==> config.mk <==
export PLATFORM = sky130hd
export DESIGN_NAME = icg_cfg
export DESIGN_NICKNAME = d
export VERILOG_FILES = /design/src/rtl/icg_pkg.sv /design/src/rtl/icg_cfg.sv
export SDC_FILE = /design/constraint.sdc
export NUM_CORES = 1
export LEC_CHECK = 0
export BUFFER_PORTS_ARGS = -buffer_cell sky130_fd_sc_hd__buf_2
export CAP_MARGIN = 5
export CORE_UTILIZATION = 57
export DETAILED_ROUTE_END_ITERATION = 7
export GPL_TIMING_DRIVEN = 0
export PLACE_DENSITY = 0.81
export SLEW_MARGIN = 25
export SYNTH_ARGS = -nofsm -noshare
export SYNTH_HDL_FRONTEND = slang
export SYNTH_SLANG_ARGS = --single-unit
==> constraint.sdc <==
create_clock -name clk -period 0.99 [get_ports clk]
set_clock_uncertainty 0.1 [all_clocks]
set_input_delay 0.198 -clock clk [delete_from_list [all_inputs] [get_ports clk]]
set_output_delay 0.198 -clock clk [all_outputs]
set_load 0.05 [all_outputs]
==> src/rtl/icg_pkg.sv <==
// ----------------------------------------------------------------------------
// icg_pkg: shared types and constants of the im2col column generator
// Register indexes, item kinds and the clamped configuration bundle.
// ----------------------------------------------------------------------------
package icg_pkg;

	// Fixed field widths, sized for the largest supported dimension limits
	localparam int DIM_FW     = 13;   // holds 1..4096
	localparam int KER_FW     = 7;    // holds 1..64
	localparam int PAD_FW     = 16;
	localparam int PLN_FW     = 25;   // holds up to 4096*4096
	localparam int CFG_W      = 32;
	localparam int CH_REG_W   = 11;
	localparam int COL_W      = 40;
	localparam int PIX_W      = 32;
	localparam int LOAD_IDX_W = 14;

	// Configuration register indexes
	typedef enum logic [2:0] {
		REG_CHANNEL_COUNT = 3'd0,
		REG_SOURCE_SIZE   = 3'd1,
		REG_RESULT_SIZE   = 3'd2,
		REG_WINDOW_SIZE   = 3'd3,
		REG_PADDING_SIZE  = 3'd4,
		REG_STEP_SIZE     = 3'd5,
		REG_DILATION_SIZE = 3'd6
	} reg_idx_t;

	// Item kinds on the input stream
	typedef enum logic {
		OP_LOAD = 1'b0,
		OP_STEP = 1'b1
	} op_t;

	// Clamped configuration as seen by the walk and the address stages
	typedef struct packed {
		logic [DIM_FW-1:0] channels;
		logic [DIM_FW-1:0] src_h;
		logic [DIM_FW-1:0] src_w;
		logic [DIM_FW-1:0] res_h;
		logic [DIM_FW-1:0] res_w;
		logic [KER_FW-1:0] ker_h;
		logic [KER_FW-1:0] ker_w;
		logic [PAD_FW-1:0] pad_top;
		logic [PAD_FW-1:0] pad_left;
		logic [KER_FW-1:0] stride_v;
		logic [KER_FW-1:0] stride_w;
		logic [KER_FW-1:0] dil_v;
		logic [KER_FW-1:0] dil_h;
		logic [PLN_FW-1:0] plane_size;
	} cfg_t;

endpackage

==> src/rtl/icg_cfg.sv <==
// ----------------------------------------------------------------------------
// icg_cfg: configuration registers
// Clamps each dimension on write and keeps the plane size precomputed.
// ----------------------------------------------------------------------------
module icg_cfg #(
	parameter int DIM_MAX    = 1024,
	parameter int KERNEL_MAX = 16
) (
	input  logic           clk,
	input  logic           arst_n,
	input  logic           we,
	input  logic [2:0]     index,
	input  logic [31:0]    data,
	output icg_pkg::cfg_t  cfg,
	output logic           wr
);

	import icg_pkg::*;

	cfg_t     cfg_q;
	reg_idx_t idx;
	logic     idx_ok;

	function automatic logic [DIM_FW-1:0] clamp_dim(input logic [15:0] v);
		logic [DIM_FW-1:0] res;
		if (v == 16'd0) begin
			res = DIM_FW'(1);
		end else if (v > 16'(DIM_MAX)) begin
			res = DIM_FW'(DIM_MAX);
		end else begin
			res = v[DIM_FW-1:0];
		end
		return res;
	endfunction

	function automatic logic [KER_FW-1:0] clamp_ker(input logic [15:0] v);
		logic [KER_FW-1:0] res;
		if (v == 16'd0) begin
			res = KER_FW'(1);
		end else if (v > 16'(KERNEL_MAX)) begin
			res = KER_FW'(KERNEL_MAX);
		end else begin
			res = v[KER_FW-1:0];
		end
		return res;
	endfunction

	assign idx = reg_idx_t'(index);

	// Flag writes that land on a real register
	always_comb begin
		unique case (idx)
			REG_CHANNEL_COUNT, REG_SOURCE_SIZE, REG_RESULT_SIZE, REG_WINDOW_SIZE,
			REG_PADDING_SIZE, REG_STEP_SIZE, REG_DILATION_SIZE: idx_ok = 1'b1;
			default:                                            idx_ok = 1'b0;
		endcase
	end

	assign wr  = we & idx_ok;
	assign cfg = cfg_q;

	// Store clamped values (padding as written); the plane size follows each source size write
	always_ff @(posedge clk or negedge arst_n) begin
		if (!arst_n) begin
			cfg_q.channels   <= DIM_FW'(1);
			cfg_q.src_h      <= DIM_FW'(1);
			cfg_q.src_w      <= DIM_FW'(1);
			cfg_q.res_h      <= DIM_FW'(1);
			cfg_q.res_w      <= DIM_FW'(1);
			cfg_q.ker_h      <= KER_FW'(1);
			cfg_q.ker_w      <= KER_FW'(1);
			cfg_q.pad_top    <= '0;
			cfg_q.pad_left   <= '0;
			cfg_q.stride_v   <= KER_FW'(1);
			cfg_q.stride_w   <= KER_FW'(1);
			cfg_q.dil_v      <= KER_FW'(1);
			cfg_q.dil_h      <= KER_FW'(1);
			cfg_q.plane_size <= PLN_FW'(1);
		end else if (we) begin
			unique case (idx)
				REG_CHANNEL_COUNT: begin
					cfg_q.channels <= clamp_dim(16'(data[CH_REG_W-1:0]));
				end
				REG_SOURCE_SIZE: begin
					cfg_q.src_h      <= clamp_dim(data[31:16]);
					cfg_q.src_w      <= clamp_dim(data[15:0]);
					cfg_q.plane_size <= PLN_FW'(clamp_dim(data[31:16]))
						* PLN_FW'(clamp_dim(data[15:0]));
				end
				REG_RESULT_SIZE: begin
					cfg_q.res_h <= clamp_dim(data[31:16]);
					cfg_q.res_w <= clamp_dim(data[15:0]);
				end
				REG_WINDOW_SIZE: begin
					cfg_q.ker_h <= clamp_ker(data[31:16]);
					cfg_q.ker_w <= clamp_ker(data[15:0]);
				end
				REG_PADDING_SIZE: begin
					cfg_q.pad_top  <= data[31:16];
					cfg_q.pad_left <= data[15:0];
				end
				REG_STEP_SIZE: begin
					cfg_q.stride_v <= clamp_ker(data[31:16]);
					cfg_q.stride_w <= clamp_ker(data[15:0]);
				end
				REG_DILATION_SIZE: begin
					cfg_q.dil_v <= clamp_ker(data[31:16]);
					cfg_q.dil_h <= clamp_ker(data[15:0]);
				end
				default: begin
				end
			endcase
		end
	end

endmodule

==> results.md, run 1 <==
Status:
- The flow did not finish.
- The failing step is global routing (5_1_grt).
- The first error in the log reads "[ERROR GRT-0232] Routing congestion too high. Check the congestion heatmap in the GUI".

CTS:
- The clock passes through at most 2 buffers.
- CTS built an H-tree with a depth of 4.
- The total clock sinks is 162.
- The CTS buffer count is 17.
- The clock root buffer is clkbuf_16.

Synthesis:
- A synthesized cell averages between 9 and 10 µm².
- Synthesis inferred between 150 and 200 register bits.
- During synthesis, Yosys emitted a total of 0 warnings.
- The share of the Yosys chip area taken by registers is between 30% and 40%.
- The number of distinct library cell variants in the gate-level netlist after synthesis is 57.
- The number of flops mapped to enable cells by yosys is 0.
- In the synthesized netlist the dominant register cell turns out to be dfrtp_1.
- Ranked by total cell area, the synthesized netlist is headed by dfrtp_1 33%, fa_1 21%, ha_1 7.5%.
- After synthesis the cells add up to between 10000 and 15000 µm².
- The biggest area contributor in the post-synthesis netlist is dfrtp_1.
- The synthesized instance count is between 1000 and 1500.
- The fraction of synthesis flops using an asynchronous set or reset pin is 100%.
- Of the post-synthesis cell area, the dominant cell type holds 32.9%.

Placement:
- Port buffering added 200 buffers.
- The detailed placement HPWL is roughly 22 mm.
- The cell count after placement is between 1500 and 2000.
- The final weighted congestion in routability-driven placement is ~0.9.

Die:
- The chip height is roughly 140 µm.
- The floorplan has 51 rows.
- For this configuration, the core starts out at a cell density of 58.5%.
- The top-level I/O count is just over 200.
- The chip width is about 140 µm.

Timing:
- After the last repair the worst path ends at a register input.
- Once global-route timing repair stopped, the endpoint with the least setup slack was cfg[22]$_DFFE_PN0P_/D.

Global routing:
- Entering global routing, the biggest net connects 87 pins.
- The initial antenna violation count is 7.
- The total routing usage reported by global routing is between 70% and 80%.
- The total global routing overflow is 14.
## logic make-up after synthesis
group,Yosys count,share of synthesized area [%]
AND/OR/NAND/NOR,353,14.2
buffers and inverters,232,7.93
adder cells (fa/ha/maj),188,28.5
flip-flops,162,35.6
AO/OA/AOI/OAI,161,7.93
multiplexers,40,3.94
XOR/XNOR,23,1.76
other,2,0.0658
## layer usage
layer / overflow / track usage (%)
met1: 0 / 75.2
met2: 4 / 89.9
met3: 0 / 65.0
met4: 10 / 72.8
met5: 0 / 46.1
## per-stage QoR
| step | setup TNS [ns] | hold WS, ns | utilization (%) | setup WS [ns] | instance area, µm² |
|---|---|---|---|---|---|
| 2_1_floorplan | -141.67 | -0.198 | - | -4.77 | 12200 |
| 3_3_place_gp | -635.34 | 0.338 | 69.2 | -5.50 | 13500 |
| 3_5_place_dp | -226.05 | 0.114 | 69.3 | -5.52 | 13500 |
| 4_1_cts | -190.76 | -0.356 | 78.5 | -4.65 | 15300 |
## timing repair
item                                    in CTS
gates resized for setup                    206
buffers inserted                            46
hold endpoints to repair                   104
endpoints found under the setup margin     299
hold buffers                                23
cloned                                       1
pin swaps                                   42
## synthesized netlist by cell type, types with 8 or more instances
master    count
xnor2_1      11
nand3_1      11
xor2_1       12
o21ai_0      97
buf_2         8
fa_1        120
mux2_2       40
and2_1       34
ha_1         68
dfstp_2      12
nor2_1       64
dfrtp_1     150
a21oi_1      15
inv_1       182
o21ai_1      15
nand2_1     195
nand2b_1     15
clkbuf_1     32
==> inputs of run 2 (changes only) <==
--- a/config.mk
+++ b/config.mk
@@ -7,10 +7,10 @@
 export LEC_CHECK = 0
 export BUFFER_PORTS_ARGS = -buffer_cell sky130_fd_sc_hd__buf_2
 export CAP_MARGIN = 5
-export CORE_UTILIZATION = 57
+export CORE_UTILIZATION = 40
 export DETAILED_ROUTE_END_ITERATION = 7
 export GPL_TIMING_DRIVEN = 0
-export PLACE_DENSITY = 0.81
+export PLACE_DENSITY_LB_ADDON = 0.15
 export SLEW_MARGIN = 25
 export SYNTH_ARGS = -nofsm -noshare
 export SYNTH_HDL_FRONTEND = slang
==> results.md, run 2 <==
Status:
- The run finished, with violations left.
- The checks that failed: hold timing, setup timing.

Timing:
- Setup repair after global routing could not meet its margin everywhere.
- The actual slew at the worst max-slew pin is between 0.6 and 0.7 ns.
- The ratio of final minimum period to clock period is 580%.
- The number of slew-limit violations in the final report is 0.
- Across all hold checks on the routed design, the worst slack comes to -0.372 ns.
- Once routing completed, OpenROAD measured the worst setup slack at -4.76 ns.
- For the finished layout, the period the worst path requires is 5.75 ns.
- The fmax is between 0.15 and 0.2 GHz.
- Measured against its own limit, the worst slew margin works out to between 50% and 60%.
- Setup violations remaining at the end of the flow were counted as between 200 and 300.
- Setup total negative slack on the finished layout was measured at -210.89 ns.
- The hold violation total from the final report is 77.

Detailed routing:
- Dividing the detail-routed via count by the number of cells gives about 4.9.
- The DRC violation count after routing is 0.
- The count of nets left with antenna violations once routing finished came out at 0.
- The total number of vias is between 9000 and 10000.
- Before antenna repair, the detailed router went through 5 iterations.
- The average wire per standard cell is 17.1 µm.
- The final layout contains routed wiring with a total length of 32.8 mm.
- The initial detailed-routing violation count is approximately 600.

Setup path:
- STA puts the critical path data required time at about 1.2 ns.
- The worst setup path is captured at a flop.
- The setup path with the least slack is of type primary input to flop.
- In this run the critical register-to-register path is captured at cfg[0].
- Data on the critical path arrives at its endpoint at between 5 and 6 ns.
- The number of cells on the worst reg-to-reg path is 2.
- The category of the worst setup path launch point is a primary input.
- In this run the register-to-register setup slack is 0.08 ns.
- The worst register-to-register path begins at cfg[0].
- The critical-path maximum fanout is 7.

Synthesis:
- Each instance of the synthesized netlist takes up on average 9.84 µm².
- For this run, asynchronously set or reset flops after synthesis account for 100%.
- The cell with the most instances after synthesis is nand2_1.
- Ranked by instance count, the synthesized netlist is headed by 195 x nand2_1, 182 x inv_1, 150 x dfrtp_1, 120 x fa_1, 97 x o21ai_0.
- The flip-flop cell with the highest count after synthesis is dfrtp_1.
- Summed over all instances, the cell type with the most area after synthesis is dfrtp_1.
- Counting flops and latches in the post-synthesis netlist gives between 150 and 200.
- The mapped cell area is 11400 µm².
- The top cell type by area accounts for between 30% and 40% of the synthesized area.
- The number of flops mapped to enable cells by yosys is 0.
- The synthesized instance count is around 1200.
- During synthesis, Yosys emitted a total of 0 warnings.
- Summing the sequential cell areas from Yosys gives a little over a third of the chip area.
- In the post-synthesis netlist, the biggest area contributors are dfrtp_1 33%, fa_1 21%, ha_1 7.5%.
- After synthesis, the netlist uses 57 different library cells.

Worst hold path:
- The min-delay analysis places its worst path in the category primary input to asynchronous set/reset pin.

Placement:
- The port buffer count is 200.
- The final weighted congestion in routability-driven placement is 0.850.
- The post-place instance area is approximately 14000 µm².
- The detailed placement HPWL is around 24 mm.

Finish:
- Leaving out fill and tap cells, the most frequent cell in the layout is nand2_1.
- The library cells used most frequently in the layout, excluding fill and tap cells, are 164 x nand2_1, 155 x inv_1, 155 x buf_2, 149 x dfrtp_1, 109 x fa_1.
- The fraction of layout cells with a size suffix above 1 is 39.9%.
- Once layout is done, the placed cells without fillers occupy ~17000 µm².
- The area added between synthesis and finish is 45.1%.
- The final cell utilization of the core is 59.3%.
- The flip-flop count of the largest register, all copies and words added is 162.
- The final layout contains 1746 nets.
- Counting the fill cells in the layout gives about 2400.

Global routing:
- The first global-routing pass estimated around 52 mm of wire.
- The via count of the first global-routing pass came to around 10000.
- The total global routing overflow is 0.
- The total routing usage reported by global routing is 23.8%.
- The largest net degree at the start of global routing is a little over 80.
- The initial antenna violation count came to 1.

Power:
- The worst-case IR drop observed on VDD is between 0.001 and 0.0015 V.
- In this run the power density over the cells is about 1500 nW/µm².
- The analysis attributes to cell leakage a power of 8.20 nW.

CTS:
- After clock tree synthesis, the clock-pin slew on the worst setup and hold paths is about 0.07 ns.
- The CTS buffer count is 17.
- The clock root buffer is clkbuf_16.
- The CTS tree is built.
- CTS saw 162 sinks.
- The largest buffer count on any clock path is 2.
- The number of hold buffers added after CTS is 22.
- The latest clock arrival within the worst-skew pair is 0.44 ns.
- The clock tree synthesis step divided the H-tree into 4 levels.

Die:
- Measured along the y axis, the die boundary spans 171 µm.
- The floorplan step set the die width to 171 µm.
- Pin placement for this block handled approximately 200 I/O pins.
- The starting density of the core is 40.9%.
- The initialized floorplan defines 61 standard-cell rows.
- The floorplan core area is 27900 µm².
- The die covers ~30000 µm².

Job:
- The number of max-cap violations is 0.
-- run 2: cell counts after synthesis --
No cell type changed its count.
-- run 2: layer usage --
metal,global-route usage (%),part of all wire (%),vias to the layer above
met2,40.5,50,227
met4,9.24,3.2,0
li1,-,-,4324
met1,30.9,43,4804
met3,2.80,3.9,55
met5,0,0,-
-- run 2: cell families (layout without fill, tap and decap cells) --
family,count (synthesis),in the layout,share of synthesized area (%)
mux,40,40,3.94
fa+ha+maj,188,188,28.5
xor+xnor,23,23,1.76
simple gates,353,353,14.2
other cells,2,50,0.0658
compound gates,161,162,7.93
buf+inv,232,556,7.93
flops,162,162,35.6
-- run 2: where the power goes --
group	total, mW	internal [mW]	switching [mW]
Combinational	10.0	3.71	6.34
Sequential	7.71	7.33	0.383
Clock	7.65	4.58	3.07
Total	25.4	15.6	9.79
-- run 2: final cells by class --
cell class	count	area, µm²	area share, %
Sequential cell	162	4070	24.6
Inverter	182	696	4.20
Clock inverter	14	244	1.47
Multi-Input combinational cell	815	7910	47.7
Timing Repair Buffer	302	2420	14.6
Buffer	40	320	1.93
Antenna cell	1	2.50	0.0151
Tap cell	378	473	2.85
Clock buffer	18	429	2.59
-- run 2: what timing repair did --
action	4_1_cts	5_1_grt
endpoints found under the hold margin	109	79
buffers inserted	68	15
gates cloned	1	0
endpoints found under the setup margin	299	299
pin swaps	83	53
gates resized for setup	276	157
-- run 2: worst max-delay path: stages --
cell and delay, ns:
buf_8 0.11, nor4_4 0.34, nand3_2 0.15, or3_4 0.37
nand2_4 0.09, nor2_4 0.07, buf_12 0.13, nand2_8 0.06
buf_8 0.13, nor2_4 0.05, fa_1 0.52, inv_2 0.04
fa_1 0.49, inv_2 0.04, fa_1 0.49, fa_1 0.54
inv_2 0.04, fa_1 0.54, inv_2 0.05, ha_4 0.26
a211o_4 0.36, o21ai_4 0.23, a21oi_4 0.10, a221oi_2 0.29
xor2_1 0.20, o21ai_1 0.07
-- run 2: per-stage QoR --
stage	setup WS (ns)	hold slack [ns]	power, mW	std cells
floorplan	-4.77	-0.198	14.7	1208
global placement	-5.70	0.339	16.6	1786
detailed placement	-5.73	0.131	16.7	1787
CTS	-4.70	-0.346	24.9	1901
global route	-5.03	-0.329	26.8	1912
finish	-4.76	-0.372	25.4	1912
-- run 2: worst max-delay path by stage --
stage               startpoint  endpoint  cells past startpoint  slack, ns
finish                 data[6]   cfg[23]                     26      -4.76
global route           data[6]   cfg[22]                     25      -5.03
CTS                   data[13]   cfg[22]                     23      -4.70
detailed placement    data[13]   cfg[22]                     23      -5.73
global placement      data[13]   cfg[22]                     23      -5.70
floorplan             data[13]   cfg[22]                     23      -4.77
Power figures use the tool's default switching activity.
