$ cat src/rtl/icg_pkg.sv
// ----------------------------------------------------------------------------
// icg_pkg: shared types and constants of the im2col column generator
// Register indexes, item kinds and the clamped configuration bundle.
// ----------------------------------------------------------------------------
package icg_pkg;

	// Fixed field widths, sized for the largest supported dimension limits
	localparam int DIM_FW     = 13;   // holds 1..4096
	localparam int KER_FW     = 7;    // holds 1..64
	localparam int PAD_FW     = 16;
	localparam int PLN_FW     = 25;   // holds up to 4096*4096
	localparam int CFG_W      = 32;
	localparam int CH_REG_W   = 11;
	localparam int COL_W      = 40;
	localparam int PIX_W      = 32;
	localparam int LOAD_IDX_W = 14;

	// Configuration register indexes
	typedef enum logic [2:0] {
		REG_CHANNEL_COUNT = 3'd0,
		REG_SOURCE_SIZE   = 3'd1,
		REG_RESULT_SIZE   = 3'd2,
		REG_WINDOW_SIZE   = 3'd3,
		REG_PADDING_SIZE  = 3'd4,
		REG_STEP_SIZE     = 3'd5,
		REG_DILATION_SIZE = 3'd6
	} reg_idx_t;

	// Item kinds on the input stream
	typedef enum logic {
		OP_LOAD = 1'b0,
		OP_STEP = 1'b1
	} op_t;

	// Clamped configuration as seen by the walk and the address stages
	typedef struct packed {
		logic [DIM_FW-1:0] channels;
		logic [DIM_FW-1:0] src_h;
		logic [DIM_FW-1:0] src_w;
		logic [DIM_FW-1:0] res_h;
		logic [DIM_FW-1:0] res_w;
		logic [KER_FW-1:0] ker_h;
		logic [KER_FW-1:0] ker_w;
		logic [PAD_FW-1:0] pad_top;
		logic [PAD_FW-1:0] pad_left;
		logic [KER_FW-1:0] stride_v;
		logic [KER_FW-1:0] stride_w;
		logic [KER_FW-1:0] dil_v;
		logic [KER_FW-1:0] dil_h;
		logic [PLN_FW-1:0] plane_size;
	} cfg_t;

endpackage

$ cat src/rtl/icg_walk.sv
// ----------------------------------------------------------------------------
// icg_walk: column matrix walker
// Nested counters with incrementally updated source coordinates and plane
// base; presents the current element and advances on each step transfer.
// ----------------------------------------------------------------------------
module icg_walk #(
	parameter int DIM_MAX    = 1024,
	parameter int KERNEL_MAX = 16
) (
	input  logic                           clk,
	input  logic                           arst_n,
	input  icg_pkg::cfg_t                  cfg,
	input  logic                           cfg_wr,
	input  logic                           step,
	input  logic                           restart,
	output logic [$clog2(DIM_MAX)-1:0]     elem_row,
	output logic [$clog2(DIM_MAX)-1:0]     elem_col,
	output logic [3*$clog2(DIM_MAX)-1:0]   elem_base,
	output logic [icg_pkg::COL_W-1:0]      elem_index,
	output logic                           elem_pad,
	output logic                           elem_last
);

	import icg_pkg::*;

	localparam int CNT_W  = $clog2(DIM_MAX);
	localparam int KCNT_W = (KERNEL_MAX > 1) ? $clog2(KERNEL_MAX) : 1;
	localparam int POS_W  = $clog2(DIM_MAX * KERNEL_MAX + KERNEL_MAX * KERNEL_MAX + 1);
	localparam int CRD_W  = (POS_W + 1 > 18) ? POS_W + 1 : 18;
	localparam int BASE_W = 3 * $clog2(DIM_MAX);

	// Walk state
	logic              fresh_q;
	logic [CNT_W-1:0]  ch_q, or_q, oc_q;
	logic [KCNT_W-1:0] kr_q, kc_q;
	logic [CRD_W-1:0]  rbase_q, cbase_q, r_q, c_q;
	logic [BASE_W-1:0] base_q;
	logic [COL_W-1:0]  idx_q;

	// Current element, either from the state or from the first element
	logic              start;
	logic [CNT_W-1:0]  cur_ch, cur_or, cur_oc;
	logic [KCNT_W-1:0] cur_kr, cur_kc;
	logic [CRD_W-1:0]  cur_rbase, cur_cbase, cur_r, cur_c;
	logic [BASE_W-1:0] cur_base;
	logic [COL_W-1:0]  cur_idx;
	logic [CRD_W-1:0]  init_r, init_c;
	logic              oc_end, or_end, kc_end, kr_end, ch_end;
	logic              r_out, c_out;

	// Position after the current element
	logic              fresh_d;
	logic [CNT_W-1:0]  ch_d, or_d, oc_d;
	logic [KCNT_W-1:0] kr_d, kc_d;
	logic [CRD_W-1:0]  rbase_d, cbase_d, r_d, c_d;
	logic [BASE_W-1:0] base_d;

	assign start  = fresh_q | restart;
	assign init_r = CRD_W'(0) - CRD_W'(cfg.pad_top);
	assign init_c = CRD_W'(0) - CRD_W'(cfg.pad_left);

	assign cur_ch    = start ? '0 : ch_q;
	assign cur_kr    = start ? '0 : kr_q;
	assign cur_kc    = start ? '0 : kc_q;
	assign cur_or    = start ? '0 : or_q;
	assign cur_oc    = start ? '0 : oc_q;
	assign cur_rbase = start ? init_r : rbase_q;
	assign cur_cbase = start ? init_c : cbase_q;
	assign cur_r     = start ? init_r : r_q;
	assign cur_c     = start ? init_c : c_q;
	assign cur_base  = start ? '0 : base_q;
	assign cur_idx   = start ? '0 : idx_q;

	// Detect the end of each loop level
	assign oc_end = DIM_FW'(cur_oc) == cfg.res_w - DIM_FW'(1);
	assign or_end = DIM_FW'(cur_or) == cfg.res_h - DIM_FW'(1);
	assign kc_end = KER_FW'(cur_kc) == cfg.ker_w - KER_FW'(1);
	assign kr_end = KER_FW'(cur_kr) == cfg.ker_h - KER_FW'(1);
	assign ch_end = DIM_FW'(cur_ch) == cfg.channels - DIM_FW'(1);

	// Padding test: negative or at or past the source edge
	assign r_out = cur_r[CRD_W-1] || (cur_r >= CRD_W'(cfg.src_h));
	assign c_out = cur_c[CRD_W-1] || (cur_c >= CRD_W'(cfg.src_w));

	assign elem_row   = cur_r[CNT_W-1:0];
	assign elem_col   = cur_c[CNT_W-1:0];
	assign elem_base  = cur_base;
	assign elem_index = cur_idx;
	assign elem_pad   = r_out | c_out;
	assign elem_last  = oc_end & or_end & kc_end & kr_end & ch_end;

	// Step the innermost loop that has not reached its end
	always_comb begin
		fresh_d = 1'b0;
		ch_d    = cur_ch;
		kr_d    = cur_kr;
		kc_d    = cur_kc;
		or_d    = cur_or;
		oc_d    = cur_oc;
		rbase_d = cur_rbase;
		cbase_d = cur_cbase;
		r_d     = cur_r;
		c_d     = cur_c;
		base_d  = cur_base;
		priority if (elem_last) begin
			fresh_d = 1'b1;
		end else if (!oc_end) begin
			oc_d = cur_oc + CNT_W'(1);
			c_d  = cur_c + CRD_W'(cfg.stride_w);
		end else if (!or_end) begin
			oc_d = '0;
			or_d = cur_or + CNT_W'(1);
			c_d  = cur_cbase;
			r_d  = cur_r + CRD_W'(cfg.stride_v);
		end else if (!kc_end) begin
			oc_d    = '0;
			or_d    = '0;
			kc_d    = cur_kc + KCNT_W'(1);
			cbase_d = cur_cbase + CRD_W'(cfg.dil_h);
			c_d     = cur_cbase + CRD_W'(cfg.dil_h);
			r_d     = cur_rbase;
		end else if (!kr_end) begin
			oc_d    = '0;
			or_d    = '0;
			kc_d    = '0;
			kr_d    = cur_kr + KCNT_W'(1);
			rbase_d = cur_rbase + CRD_W'(cfg.dil_v);
			r_d     = cur_rbase + CRD_W'(cfg.dil_v);
			cbase_d = init_c;
			c_d     = init_c;
		end else begin
			oc_d    = '0;
			or_d    = '0;
			kc_d    = '0;
			kr_d    = '0;
			ch_d    = cur_ch + CNT_W'(1);
			rbase_d = init_r;
			r_d     = init_r;
			cbase_d = init_c;
			c_d     = init_c;
			base_d  = cur_base + BASE_W'(cfg.plane_size);
		end
	end

	// Advance the walk by one element on a step; a register write rewinds it instead
	always_ff @(posedge clk or negedge arst_n) begin
		if (!arst_n) begin
			fresh_q <= 1'b1;
			ch_q    <= '0;
			kr_q    <= '0;
			kc_q    <= '0;
			or_q    <= '0;
			oc_q    <= '0;
			rbase_q <= '0;
			cbase_q <= '0;
			r_q     <= '0;
			c_q     <= '0;
			base_q  <= '0;
			idx_q   <= '0;
		end else if (cfg_wr) begin
			fresh_q <= 1'b1;
		end else if (step) begin
			fresh_q <= fresh_d;
			ch_q    <= ch_d;
			kr_q    <= kr_d;
			kc_q    <= kc_d;
			or_q    <= or_d;
			oc_q    <= oc_d;
			rbase_q <= rbase_d;
			cbase_q <= cbase_d;
			r_q     <= r_d;
			c_q     <= c_d;
			base_q  <= base_d;
			idx_q   <= cur_idx + COL_W'(1);
		end
	end

endmodule

$ cat config.mk
export PLATFORM = sky130hd
export DESIGN_NAME = icg_walk
export DESIGN_NICKNAME = d
export VERILOG_FILES = /design/src/rtl/icg_pkg.sv /design/src/rtl/icg_walk.sv
export SDC_FILE = /design/constraint.sdc
export NUM_CORES = 1
export LEC_CHECK = 0
export ABC_CLOCK_PERIOD_IN_PS = 12100
export BUFFER_PORTS_ARGS = -buffer_cell sky130_fd_sc_hd__buf_2
export CAP_MARGIN = 0
export CORE_ASPECT_RATIO = 0.8
export CORE_UTILIZATION = 53
export CTS_CLUSTER_DIAMETER = 100
export CTS_CLUSTER_SIZE = 25
export DETAILED_ROUTE_END_ITERATION = 7
export PLACE_DENSITY = 0.75
export SKIP_CTS_REPAIR_TIMING = 1
export SLEW_MARGIN = 20
export SYNTH_ARGS = -nofsm -noshare
export SYNTH_HDL_FRONTEND = slang
export SYNTH_SLANG_ARGS = --single-unit
$ cat constraint.sdc
create_clock -name clk -period 12.1 [get_ports clk]
set_input_delay 1.21 -clock clk [delete_from_list [all_inputs] [get_ports clk]]
set_output_delay 1.21 -clock clk [all_outputs]
set_load 0.01 [all_outputs]
**Word-level counts from Yosys, hierarchy flattened**

Index checks and enable logic that the tools add are counted.

- Output and inout bits: 92
- Register bits: 181
- ROM bits: 0
- Input port bits: 169
- Logic and storage cells: 100
- Memories kept: 0
- Bits in writable memories: 0
- Latch bits: 0

- Div/mod/pow operators: 0
- $mul: 0
- Bitwise logic cells: 7
- Shifts and indexed selects: 0
- Reduce and logical (&&, ||, !) cells: 4
- Eq/ne operators: 5
- $add $sub $neg: 18
- Muxes and demuxes: 52
- $lt $le $gt $ge: 2

Operator list:

| cell | count |
|---|---|
| two-way mux 18 bit | 18 |
| two-way mux 30 bit | 6 |
| two-way mux 10 bit | 13 |
| adder 18 x 7 -> 18 bit | 4 |
| two-way mux 4 bit | 11 |
| adder 40 x 1 -> 40 bit (second input constant) | 1 |
| two-way mux 40 bit | 1 |
| == test 10 x 13 -> 1 bit | 3 |
| subtractor 13 x 1 -> 13 bit (second input constant) | 3 |
| greater-or-equal comparator 18 x 13 -> 1 bit | 2 |
| subtractor 1 x 16 -> 17 bit (first input constant) | 2 |
| adder 10 x 1 -> 10 bit (second input constant) | 3 |
| adder 30 x 25 -> 30 bit | 1 |
| == test 4 x 7 -> 1 bit | 2 |
| subtractor 7 x 1 -> 7 bit (second input constant) | 2 |
| adder 4 x 1 -> 4 bit (second input constant) | 2 |
| bitwise AND 1 bit | 4 |
| two-way mux 1 bit | 3 |
| logical OR 1 bit | 2 |
| bitwise OR 1 bit | 2 |
| AND reduction 2 bit | 1 |
| nonzero test 2 bit | 1 |
| inverter 1 bit | 1 |

**Logic depth before layout (Yosys ltp)**

- Depth after elaboration: 10
- Depth in mapped cells: 25
- Depth with buffers taken out: 19

**Worst setup path after synthesis**

No wires, ideal clock.

- Path kind: input to register
- Start: input restart
- End: register base_q[27]
- Arrival time: 6.598 ns
- Required time: 12.021 ns
- Slack: 5.423 ns
- Library setup time: 0.079 ns
- Stages: 24
- Buffers on the path: 11
- Cells stage by stage: buf_2 nor2_1 buf_2 buf_2 buf_2 buf_2 clkbuf_1 clkbuf_1 clkbuf_1 buf_2 clkbuf_1 clkbuf_1 and2_1 ha_1 a211oi_1 o21ai_0 a221oi_1 nor4_1 o41ai_1 o21ai_0 a21o_1 a21oi_1 nand3b_1 xor2_1

- Longest elaborated chain between the ends: 8
- Elaborated cells on any way between the ends: 22
- Those cells by class: 1 x add/sub; 5 x eq/ne; 11 x mux; 5 x bitwise

RTL lines:

| what | line | source |
|---|---|---|
| start, declared | icg_walk.sv:15 | `input logic restart,` |
| bitwise OR 1 bit | icg_walk.sv:58 | `assign start = fresh_q \| restart;` |
| two-way mux 30 bit | icg_walk.sv:71 | `assign cur_base = start ? '0 : base_q;` |
| net elem_base[1] | icg_walk.sv:18 | `output logic [3*$clog2(DIM_MAX)-1:0] elem_base,` |
| adder 30 x 25 -> 30 bit | icg_walk.sv:141 | `base_d = cur_base + BASE_W'(cfg.plane_size);` |
| two-way mux 30 bit | icg_walk.sv:122 | `end else if (!kr_end) begin` |
| two-way mux 30 bit | icg_walk.sv:115 | `end else if (!kc_end) begin` |
| two-way mux 30 bit | icg_walk.sv:110 | `end else if (!or_end) begin` |
| two-way mux 30 bit | icg_walk.sv:107 | `end else if (!oc_end) begin` |
| two-way mux 30 bit | icg_walk.sv:105 | `priority if (elem_last) begin` |
| end signal, assigned | icg_walk.sv:173 | `base_q <= base_d;` |
| end, declared | icg_walk.sv:37 | `logic [BASE_W-1:0] base_q;` |

The timed path passes the listed nets, and every way through them passes these cells.
A chain may end at the register's enable or synchronous reset.

**Worst setup path after layout**

- Start: input restart
- End: output elem_last

- Longest elaborated chain between the ends: 7
- Elaborated cells on any way between the ends: 15
- Those cells by class: 5 x eq/ne; 5 x mux; 5 x bitwise

RTL lines:

| what | line | source |
|---|---|---|
| bitwise OR 1 bit (*) | icg_walk.sv:58 |  |
| two-way mux 10 bit (on tied branches) | icg_walk.sv:66, icg_walk.sv:65 |  |
| == test 10 x 13 -> 1 bit (on tied branches) | icg_walk.sv:75, icg_walk.sv:76 |  |
| bitwise AND 1 bit (3 in a row) | icg_walk.sv:90 | `assign elem_last = oc_end & or_end & kc_end & kr_end & ch_end;` |
| bitwise AND 1 bit (*) | icg_walk.sv:90 |  |
| end, declared | icg_walk.sv:21 | `output logic elem_last` |

Mark *: on every way between the ends. The rest lies on a longest branch, timed or not.

==> flow_metrics.env <==
export IMPL_place_area_um2=18600
export IMPL_grtUsageMet3=0.0694
export IMPL_max_cap_violations=0
export IMPL_final_hold_violation_count=0
export IMPL_critPathMaxFanout=91
export IMPL_ir_drop_mv=0.0755
export IMPL_top_usage_layer="met2"
export IMPL_fin_crit_sh=0.541
export IMPL_ant_nets=0
export IMPL_ys_seq_area_frac=0.265
export IMPL_worst_path_max_delay_cell="nand3_1"
export IMPL_io_pins=261
export IMPL_diodes=0
export IMPL_row_count=58
export IMPL_setup_viol=0
export IMPL_hpwl_mm=39.0
export IMPL_route_detailed_drc=0
export IMPL_cp_arrival_ps=5330
export IMPL_power_mw=1.70
export IMPL_async_reset_ff_frac=1.00
export IMPL_dieArea_um2=32900
export IMPL_syn_area_per_cell_um2=7.81
export IMPL_nNetsFinal=2634
export IMPL_cts_sinks=181
export IMPL_cts_max_path_buffers=2
export IMPL_worstPathCellList="buf_2 > nor2_4 > buf_4 > and3_1 > o21ai_0 > or4_1 > buf_4 > a2111oi_2 > and3_1 > nand3_1 > inv_1 > buf_2"
export IMPL_fin_crit_ps=6540
export IMPL_die_w_um=203
export IMPL_max_slew_worst_pin_slew_ps=1030
export IMPL_critical_path_class="input port to primary output"
export IMPL_grt_max_degree=92
export IMPL_cts_made_buffers=17
export IMPL_cts_tree="built"
export IMPL_crit_path_end_kind="primary output"
export IMPL_final_max_slew_violation_count=0
export IMPL_synthFlopType="dfrtp_1"
export IMPL_synthCells=2185
export IMPL_clock_skew_ps=14.3
export IMPL_synth_cell_types=95
export IMPL_overflow=0
export IMPL_p_leak_nw=8.74
export IMPL_finalWirelength_mm=54.6
export IMPL_firstDrtPassIters=5
export IMPL_avgRoutedWirePerCell_um=19.5
export IMPL_drive_above_1_share=0.156
export IMPL_setup_tns_ps=0
export IMPL_path_buf_inv=5
export IMPL_max_slew_margin_rel=0.304
export IMPL_gp_congestion=0.941
export IMPL_final_common_cell="nand2_1"
export IMPL_power_density_nw_per_um2=88.4
export IMPL_viasPerCell=6.41
export IMPL_use_met2=0.510
export IMPL_drt_initial_drc_count=1866
export IMPL_num_fill_cells=2861
export IMPL_grt_use_total=0.330
export IMPL_vias=17944
export IMPL_syn2layout_area_growth_pct=12.8
export IMPL_gr_usage_met1=0.469
export IMPL_final_cell_mix="nand2_1 (286), buf_2 (259), dfrtp_1 (180)"
export IMPL_reg2reg_slack_ps=6790
export IMPL_syn_area_um2=17100
export IMPL_grt_first_pass_wirelength_mm=87.2
export IMPL_clock_latency_ps=470
export IMPL_io_buffers=260
export IMPL_post_route_cell_area_um2=19300
export IMPL_grt_pass1_vias=16422
export IMPL_core_area_um2=31600
export IMPL_max_stage_delay_ps=710
export IMPL_synth_edff_count=0
export IMPL_start_kind="input port"
export IMPL_yosys_register_bits=181
export IMPL_root_buffer="clkbuf_16"
export IMPL_status="completed"
export IMPL_worstPathRequired_ps=10890
export IMPL_htreeDepth=4
export IMPL_rsz0062_at_grt="false"
export IMPL_yosysWarnings=0
export IMPL_antenna_found_initial=0
export IMPL_die_y_um=163
export IMPL_initial_core_util=0.541
export IMPL_path_delay_family="simple AND/OR/NAND/NOR gates"
export IMPL_clkSlewWorstSetupHoldPaths_ps=80
export IMPL_clock_fmax_ghz=0.153
export IMPL_syn_num_nets=2453
export IMPL_min_path_type="register to register"
-- layer usage --
layer,share of wire,wire (um)
met4,0.017,946
met2,0.44,23800
met1,0.45,24300
met5,0,0
met3,0.10,5500
-- cell families (layout without fill, tap and decap cells) --
| logic type | Yosys count | after routing | share of synthesized area |
|---|---|---|---|
| buffers and inverters | 206 | 400 | 0.0475 |
| and+or+nand+nor | 906 | 906 | 0.274 |
| muxes | 38 | 38 | 0.0226 |
| AOI/OAI and AO/OA | 606 | 606 | 0.239 |
| DFF | 181 | 181 | 0.265 |
| xor gates and xnor gates | 149 | 149 | 0.0772 |
| adders and majority gates | 99 | 99 | 0.0747 |
-- worst paths after layout --
kind,cells after the start,start,endpoint
max in group asynchronous,4,arst_n,c_q[17]$_DFFE_PN0P_
min in group asynchronous,1,arst_n,base_q[17]$_DFFE_PN0P_
min,1,idx_q[10]$_DFFE_PN0P_,idx_q[10]$_DFFE_PN0P_
max,12,restart,elem_last
max reg2reg,16,fresh_q$_DFFE_PN1P_,cbase_q[16]$_DFFE_PN0P_
min reg2reg,1,idx_q[10]$_DFFE_PN0P_,idx_q[10]$_DFFE_PN0P_
-- sequential cells by signal, summed over array words and instances, names as in the netlist --
| register | count |
|---|---|
| base_q | 30 |
| idx_q | 40 |
| kr_q | 4 |
| cbase_q | 18 |
| ch_q | 10 |
| fresh_q | 1 |
| or_q | 10 |
| oc_q | 10 |
| c_q | 18 |
| kc_q | 4 |
| r_q | 18 |
| rbase_q | 18 |
-- stage by stage --
stage	worst slack [ps]	util	std cells	hold slack [ps]
final	5560	0.610	2799	477
after global placement	5640	0.590	2766	453
after global routing	5230	0.610	2799	507
after detailed placement	5550	0.590	2766	463
after floorplan	5420	-	2185	430
after CTS	5550	0.609	2798	481
-- power breakdown --
group          total, mW  leakage [nW]  switching (mW)  internal, mW
Clock              0.599         0.289           0.271         0.328
Combinational      0.437          6.10           0.263         0.173
Sequential         0.667          2.35          0.0248         0.643
Total               1.70          8.74           0.559          1.14
-- worst reg2reg max path: stages, from the launching register on --
cell,delay [ps]
dfstp_2,510
nor2_4,140
buf_4,420
buf_4,780
nor2_1,190
a21o_1,220
ha_1,360
nand3b_1,110
a21boi_0,280
o31a_1,230
o21ai_0,160
nand3b_1,330
nor4_1,490
a211oi_1,130
a2111oi_0,620
a21o_1,140
a22oi_1,60
-- synthesized netlist by cell type (7+ instances only) --
library cell / n / area share
a211oi_1: 25 / 0.011
a21boi_0: 7 / 0.0031
a21o_1: 38 / 0.017
a21oi_1: 136 / 0.040
a22o_1: 36 / 0.018
a31oi_1: 36 / 0.013
and2_1: 91 / 0.033
and3_1: 31 / 0.011
and4_1: 7 / 0.0036
buf_1: 9 / 0.0020
buf_2: 21 / 0.0062
clkbuf_1: 92 / 0.020
dfrtp_1: 180 / 0.26
ha_1: 94 / 0.069
inv_1: 82 / 0.018
mux2i_1: 33 / 0.019
nand2_1: 286 / 0.063
nand2b_1: 16 / 0.0059
nand3_1: 50 / 0.015
nand3b_1: 10 / 0.0044
nand4_1: 47 / 0.017
nor2_1: 159 / 0.035
nor2b_1: 13 / 0.0048
nor3_1: 48 / 0.014
nor3b_1: 19 / 0.0084
nor4_1: 33 / 0.012
nor4b_1: 14 / 0.0072
o211ai_1: 18 / 0.0079
o21a_1: 17 / 0.0075
o21ai_0: 132 / 0.039
o21ai_1: 7 / 0.0021
o22a_1: 7 / 0.0036
o22ai_1: 13 / 0.0048
o31a_1: 10 / 0.0051
o31ai_1: 29 / 0.013
o41ai_1: 7 / 0.0036
or2_2: 11 / 0.0040
or3_1: 21 / 0.0077
or4_1: 18 / 0.0079
xnor2_1: 85 / 0.044
xor2_1: 63 / 0.032
-- cell type report --
type	count	area [um^2]	share of cell area
multi-input combinational	1798	11800	0.611
sequential	181	4530	0.235
timing repair buffer	286	1520	0.0790
tap	420	526	0.0273
clock buffer	18	429	0.0223
inverter	82	308	0.0160
clock inverter	14	174	0.00903
No activity file was read; power rests on OpenSTA's default activity.
